--- config.mk ---
export PLATFORM = sky130hd
export DESIGN_NAME = descending_sorted_byte_list
export DESIGN_NICKNAME = d
export VERILOG_FILES = /design/src/rtl/dsbl_pkg.sv /design/src/rtl/descending_sorted_byte_list.sv /design/src/rtl/dsbl_ctrl.sv /design/src/rtl/dsbl_datapath.sv
export SDC_FILE = /design/constraint.sdc
export NUM_CORES = 1
export LEC_CHECK = 0
export BUFFER_PORTS_ARGS = -buffer_cell sky130_fd_sc_hd__buf_2
export CAP_MARGIN = 15
export CORE_ASPECT_RATIO = 0.75
export CORE_UTILIZATION = 45
export DETAILED_ROUTE_END_ITERATION = 16
export GPL_ROUTABILITY_DRIVEN = 1
export SETUP_SLACK_MARGIN = 0.05
export SLEW_MARGIN = 20
export SYNTH_ARGS = -nofsm -noshare
export SYNTH_HDL_FRONTEND = slang
export SYNTH_HIERARCHICAL = 1
export SYNTH_SLANG_ARGS = --single-unit
--- constraint.sdc ---
create_clock -name clk -period 3.3 [get_ports clk]
set_input_delay 0.165 -clock clk [delete_from_list [all_inputs] [get_ports clk]]
set_output_delay 0.165 -clock clk [all_outputs]
set_load 0.02 [all_outputs]
--- src/rtl/dsbl_pkg.sv ---
// Shared types and constants for the descending sorted byte list.
package dsbl_pkg;

    // width of one stored letter
    localparam int LETTER_W = 8;

    // controller states
    typedef enum logic
    {
        ST_IDLE,
        ST_EMIT
    } state_t;

    // controller to datapath commands
    typedef struct packed
    {
        logic insert;   // place the incoming letter, restart the listing
        logic rotate;   // current beat taken, step to the next letter
    } dp_cmd_t;

    // datapath to controller status
    typedef struct packed
    {
        logic last;     // head of the row is the final letter of the listing
    } dp_status_t;

endpackage

--- src/rtl/descending_sorted_byte_list.sv ---
// Descending sorted byte list: top level joining controller and datapath.
// A letter is placed on its accept beat; the first listing beat is offered the next cycle.
// Each accepted letter is followed by a listing of all N stored letters after the step (at most CAPACITY),
// walked by the single listing port one letter per beat; no new letter is taken until it ends.
// Input stalls from the cycle after the accept beat until the final listing beat is taken.
// Reset (rst_n, asynchronous, active low) empties the list and returns to idle at once.
module descending_sorted_byte_list
#(
    parameter int CAPACITY = 16
)
(
    input  logic                            clk,
    input  logic                            rst_n,
    input  logic                            in_valid,
    output logic                            in_stall,
    input  logic [dsbl_pkg::LETTER_W-1:0]   letter,
    output logic                            out_valid,
    input  logic                            out_stall,
    output logic [dsbl_pkg::LETTER_W-1:0]   list_letter,
    output logic                            is_last,
    output logic                            overflow
);

    dsbl_pkg::dp_cmd_t    cmd;
    dsbl_pkg::dp_status_t status;

    dsbl_ctrl u_ctrl
    (
        .clk       (clk),
        .rst_n     (rst_n),
        .in_valid  (in_valid),
        .in_stall  (in_stall),
        .out_valid (out_valid),
        .out_stall (out_stall),
        .cmd       (cmd),
        .status    (status)
    );

    dsbl_datapath #(
        .CAPACITY (CAPACITY)
    ) u_datapath
    (
        .clk         (clk),
        .rst_n       (rst_n),
        .cmd         (cmd),
        .status      (status),
        .letter      (letter),
        .list_letter (list_letter),
        .is_last     (is_last),
        .overflow    (overflow)
    );

endmodule

--- src/rtl/dsbl_ctrl.sv ---
// Controller state machine: accepts one letter, then sequences the listing beats.
module dsbl_ctrl
(
    input  logic                   clk,
    input  logic                   rst_n,
    input  logic                   in_valid,
    output logic                   in_stall,
    output logic                   out_valid,
    input  logic                   out_stall,
    output dsbl_pkg::dp_cmd_t      cmd,
    input  dsbl_pkg::dp_status_t   status
);

    dsbl_pkg::state_t state_reg;
    dsbl_pkg::state_t state_next;

    // state register
    always_ff @(posedge clk or negedge rst_n)
    begin
        if (!rst_n)
        begin
            state_reg <= dsbl_pkg::ST_IDLE;
        end
        else
        begin
            state_reg <= state_next;
        end
    end

    // next state and outputs
    always_comb
    begin
        state_next = state_reg;
        in_stall   = 1'b1;
        out_valid  = 1'b0;
        cmd        = '0;
        case (state_reg)
            dsbl_pkg::ST_IDLE:
            begin
                in_stall = 1'b0;
                if (in_valid)
                begin
                    cmd.insert = 1'b1;
                    state_next = dsbl_pkg::ST_EMIT;
                end
            end
            dsbl_pkg::ST_EMIT:
            begin
                out_valid = 1'b1;
                if (!out_stall)
                begin
                    cmd.rotate = 1'b1;
                    if (status.last)
                    begin
                        state_next = dsbl_pkg::ST_IDLE;
                    end
                end
            end
            default:
            begin
                state_next = dsbl_pkg::ST_IDLE;
            end
        endcase
    end

    // the final beat taken always hands back to idle
    a_last_to_idle: assert property (@(posedge clk) disable iff (!rst_n)
        (state_reg == dsbl_pkg::ST_EMIT) && cmd.rotate && status.last
        |=> state_reg == dsbl_pkg::ST_IDLE)
        else $error("listing did not end after the final beat");

endmodule

--- src/rtl/dsbl_datapath.sv ---
// Datapath: row of sorted letter cells, entry count, beat index and overflow flag.
module dsbl_datapath
#(
    parameter int CAPACITY = 16
)
(
    input  logic                            clk,
    input  logic                            rst_n,
    input  dsbl_pkg::dp_cmd_t               cmd,
    output dsbl_pkg::dp_status_t            status,
    input  logic [dsbl_pkg::LETTER_W-1:0]   letter,
    output logic [dsbl_pkg::LETTER_W-1:0]   list_letter,
    output logic                            is_last,
    output logic                            overflow
);

    localparam int CNT_W = $clog2(CAPACITY + 1);
    localparam int IDX_W = (CAPACITY > 1) ? $clog2(CAPACITY) : 1;

    logic [dsbl_pkg::LETTER_W-1:0] cell_reg  [CAPACITY];
    logic [dsbl_pkg::LETTER_W-1:0] cell_next [CAPACITY];
    logic [dsbl_pkg::LETTER_W-1:0] shift_src [CAPACITY];
    logic [dsbl_pkg::LETTER_W-1:0] rot_src   [CAPACITY];
    logic [CAPACITY-1:0]           keep_vec;
    logic [CAPACITY-1:0]           prev_keep;
    logic [CAPACITY-1:0]           wrap_vec;

    logic [CNT_W-1:0] count_reg;
    logic [CNT_W-1:0] count_next;
    logic [IDX_W-1:0] idx_reg;
    logic [IDX_W-1:0] idx_next;
    logic             overflow_reg;
    logic             overflow_next;
    logic             count_full;
    logic             do_insert;

    assign count_full = (count_reg == CNT_W'(CAPACITY));
    assign do_insert  = cmd.insert && !count_full;

    // per cell: does the stored letter stay ahead of the new one (ties stay ahead)
    // and where does each cell draw from when shifting or rotating
    for (genvar k = 0; k < CAPACITY; k++)
    begin : g_cell
        assign keep_vec[k] = (CNT_W'(k) < count_reg) && (cell_reg[k] >= letter);
        assign wrap_vec[k] = (CNT_W'(k) == (count_reg - CNT_W'(1)));

        if (k == 0)
        begin : g_head
            assign prev_keep[k] = 1'b1;
            assign shift_src[k] = letter;
        end
        else
        begin : g_body
            assign prev_keep[k] = keep_vec[k-1];
            assign shift_src[k] = cell_reg[k-1];
        end

        if (k == CAPACITY - 1)
        begin : g_tail
            assign rot_src[k] = cell_reg[0];
        end
        else
        begin : g_inner
            assign rot_src[k] = wrap_vec[k] ? cell_reg[0] : cell_reg[k+1];
        end
    end

    // cell update: insert opens a gap at the sorted place, rotate walks the listing
    always_comb
    begin
        for (int k = 0; k < CAPACITY; k++)
        begin
            cell_next[k] = cell_reg[k];
            if (do_insert)
            begin
                if (!keep_vec[k])
                begin
                    cell_next[k] = prev_keep[k] ? letter : shift_src[k];
                end
            end
            else if (cmd.rotate)
            begin
                cell_next[k] = rot_src[k];
            end
        end
    end

    always_ff @(posedge clk)
    begin
        for (int k = 0; k < CAPACITY; k++)
        begin
            cell_reg[k] <= cell_next[k];
        end
    end

    // count, beat index and overflow flag
    always_comb
    begin
        count_next    = count_reg;
        idx_next      = idx_reg;
        overflow_next = overflow_reg;
        if (cmd.insert)
        begin
            idx_next      = '0;
            overflow_next = count_full;
            if (!count_full)
            begin
                count_next = count_reg + CNT_W'(1);
            end
        end
        else if (cmd.rotate)
        begin
            idx_next = status.last ? '0 : idx_reg + IDX_W'(1);
        end
    end

    always_ff @(posedge clk or negedge rst_n)
    begin
        if (!rst_n)
        begin
            count_reg    <= '0;
            idx_reg      <= '0;
            overflow_reg <= 1'b0;
        end
        else
        begin
            count_reg    <= count_next;
            idx_reg      <= idx_next;
            overflow_reg <= overflow_next;
        end
    end

    // beat outputs
    assign status.last = (CNT_W'(idx_reg) == (count_reg - CNT_W'(1)));
    assign list_letter = cell_reg[0];
    assign is_last     = status.last;
    assign overflow    = overflow_reg;

    a_count_bound: assert property (@(posedge clk) disable iff (!rst_n)
        count_reg <= CNT_W'(CAPACITY))
        else $error("entry count above capacity");

    a_insert_grows: assert property (@(posedge clk) disable iff (!rst_n)
        cmd.insert && !count_full |=> count_reg == $past(count_reg) + CNT_W'(1))
        else $error("accepted letter not counted");

    a_listing_keeps_count: assert property (@(posedge clk) disable iff (!rst_n)
        cmd.rotate |=> count_reg == $past(count_reg))
        else $error("entry count changed during listing");

    a_insert_restarts: assert property (@(posedge clk) disable iff (!rst_n)
        cmd.insert |=> idx_reg == '0)
        else $error("listing did not restart at the head");

endmodule
==> results by group <==
Status
  • Status: finished, final reports clean

Worst hold path
  • Worst Hold Path EP: u_ctrl/state_reg
  • Min-delay worst type: in2reg
  • Worst hold stages: 3
  • Hold Path Origin: out_stall

Place
  • Number of buffers added on ports: 23
  • GP Congestion: 0.954
  • DP Area: 12,000 um2
  • Hpwl dp: 28.8 mm
  • Dpl cells: 1,457

GRT
  • Largest net degree at the start of global routing: 60
  • Vias in the first global route: 8,718
  • Overflow after GRT: 0
  • Overall routing resource usage: 31.6%
  • First-pass GRT wire length: 58.1 mm
  • Initial antenna violation count: 0

CTS
  • Clock Pin Slew Worst Setup and Hold Paths: 70 ps
  • Clk Latency, worst-skew pair: 450 ps
  • Max Buffers Root-to-Sink: 2
  • CTS Buf Count: 17
  • H-tree levels: 4
  • CTS sink count: 139
  • CTS tree: built
  • Root buf cell: clkbuf_16

Timing
  • Final setup viols: 0
  • Final period util: 93.3%
  • Post-Route Setup TNS: 0 ps
  • Worst Skew: 13.0 ps
  • Max Slew Vio Count: 0
  • Rel. slew slack: 26.1%
  • RSZ-0062 raised after global routing: no
  • Worst-margin pin slew: 1100 ps
  • Final Hold Fails: 0
  • Fmax: 325 MHz
  • Period minus WS final: 3080 ps

Die
  • Num rows: 49
  • Die area: 25,500 um2
  • Die Width: 184 um
  • # IOs: 24
  • Core area: 24,200 um2
  • Die Ht: 139 um
  • Initial cell density of the core: 46.3%

Final layout
  • Max FFs per register: 128
  • Most frequent cells in the layout: ha_1, edfxtp_1, mux2i_1
  • Finished Cell Area: 12,600 um2
  • Diodes inserted: 0
  • Area Growth Syn to Fin: 13.0%
  • Layout cells sized above 1: 18.4%
  • Commonest non-fill, non-tap cell in the layout: ha_1
  • Fill cell count: 2,222
  • Finished Layout Cells: 1,491
  • Final nets: 1,294

Detailed routing
  • Vias: 9,538
  • Detailed Route Iter0 Violations: 1,657
  • Routed length on met1: 18.4 mm
  • Metal2 WL: 14.9 mm
  • Routed WL: 39.3 mm
  • WL/cell: 26.4 um
  • Wire length on met3: 5.09 mm
  • 1st-pass router iterations: 6
  • Vias/cell: 6.40
  • ANT nets after route: 0
  • Residual DRC: 0
  • Top layer in use: met4

Worst setup path
  • Crit Path Class: reg2out
  • Crit end category: output port
  • WP data required: 3130 ps
  • CP arrival: 2910 ps
  • CP startpoint kind: register
  • Critical path, cell by cell: inv_1 > ha_1 > xnor2_1 > o32a_1 > a2111oi_2 > buf_4 > buf_2
  • Delay-heaviest family, CP: compound AO/OA/AOI/OAI gates
  • FF-to-FF path depth: 7
  • WP buf/inv: 3
  • Reg-to-reg endpoint: u_datapath/cell_reg[0][22]
  • Max stage delay on crit path: 570 ps
  • Critical path's slowest cell: dfrtp_1
  • R2R Setup Slk: 280 ps
  • Crit Path Max Fanout: 10
  • Worst r2r src: u_datapath/count_reg[0]
  • Levels on crit path: 7

Pwr
  • Pwr dens: 1100 nW/um2
  • Seq pwr share: 32.4%
  • Clk pwr share: 14.8%
  • Sw frac: 45.3%
  • Internal: 7610 uW
  • Peak VDD IR: 0.000537 V
  • Logic pwr share: 52.8%
  • Leakage: 0.00533 uW
  • Psw: 6300 uW
  • Final Total Pwr: 13,900 uW

Run
  • Max cap viols: 0

Yosys
  • Synth Warn #: 6
  • Fraction of registers with async set/reset: 7.91%
  • Most common flop cell mapped by yosys: edfxtp_1
  • Share of the synthesized area in the top cell type: 34.4%
  • Largest area contributor in the netlist: edfxtp_1
  • Area contributors post-synth: edfxtp_1, ha_1, mux2i_1
  • Post-synthesis sequential area ratio: 36.8%
  • Net count after synthesis: 1,243
  • Synth Area per Inst: 10.2 um2
  • Post-Syn Instances: 1,096
  • Synth Cell Area: 11,200 um2
  • Number of synthesized flops with an enable pin: 128
  • Synth cell types: 58
  • #FFs+latches synth: 139
-- layer usage --
layer	vias up	GRT usage, %
met5	-	0
met4	0	7.76
met3	76	9.93
met2	625	40.8
met1	4511	49.5
li1	4326	-
-- kinds of logic after synthesis --
| kind of cell | share of synthesized area (%) |
|---|---|
| compound gates | 16.1 |
| simple gates | 12.1 |
| flops | 36.8 |
| xor+xnor | 0.939 |
| buf+inv | 4.34 |
| fa+ha+maj | 15.1 |
| mux | 14.7 |
-- worst min-delay path, cell delays in order --
cell	delay (ps)
buf_2	100
nor2b_4	70
a21oi_2	130
-- cell usage after synthesis, types with 13 or more instances --
master      n
nand2_1    48
ha_1      135
mux2i_1   101
inv_1      28
nor3_1     73
o21ai_0    26
a221oi_1   40
mux2_2     55
nor2_1    100
nand2b_1   15
a31oi_1    18
a21oi_1    77
a21o_1     16
clkbuf_1   24
a211oi_1   35
edfxtp_1  128
buf_2      36
a211o_1    13
-- layout make-up --
class | count | area (um2) | area share, %
well taps | 331 | 414 | 3.28
repair buffers | 109 | 791 | 6.26
clock buffers | 17 | 425 | 3.37
flip-flops and latches | 139 | 4120 | 32.6
inverters | 28 | 105 | 0.832
multi-input cells | 852 | 6600 | 52.2
clock inverters | 15 | 186 | 1.48
-- worst max-delay path by stage --
stage	startpoint	to	slack, ps
finish	u_datapath/count_reg[0]	is_last	220
global route	u_datapath/count_reg[0]	is_last	70
CTS	u_datapath/count_reg[0]	is_last	260
detailed placement	u_datapath/count_reg[0]	u_datapath/cell_reg[2][21]	410
global placement	u_datapath/count_reg[0]	u_datapath/cell_reg[2][21]	480
floorplan	letter[2]	u_datapath/cell_reg[2][10]	410
-- stage by stage --
step | util (%) | hold WS, ps | setup WS, ps
2_1_floorplan | - | -131 | 414
3_3_place_gp | 49.7 | 82.6 | 484
3_5_place_dp | 49.7 | 88.1 | 408
4_1_cts | 52.3 | 57.3 | 265
5_1_grt | 52.3 | 74.3 | 66.0
6_report | 52.3 | 70.4 | 220
-- power by group through the flow --
stage	Clock (uW)	Combinational [uW]	Sequential, uW
after floorplan	0	4990	3970
after global placement	0	6960	4460
after detailed placement	0	7090	4460
after CTS	2070	7150	4430
after global routing	2140	7950	4560
final	2060	7340	4510
-- what timing repair did --
action | 4_1_cts | 5_1_grt
setup endpoints to repair | 0 | 0
hold buffers | 2 | 0
hold endpoints to repair | 12 | 0
setup buffers | 0 | 0
gates resized for setup | 0 | 0
Note: power is estimated with default switching activity, not from simulation.
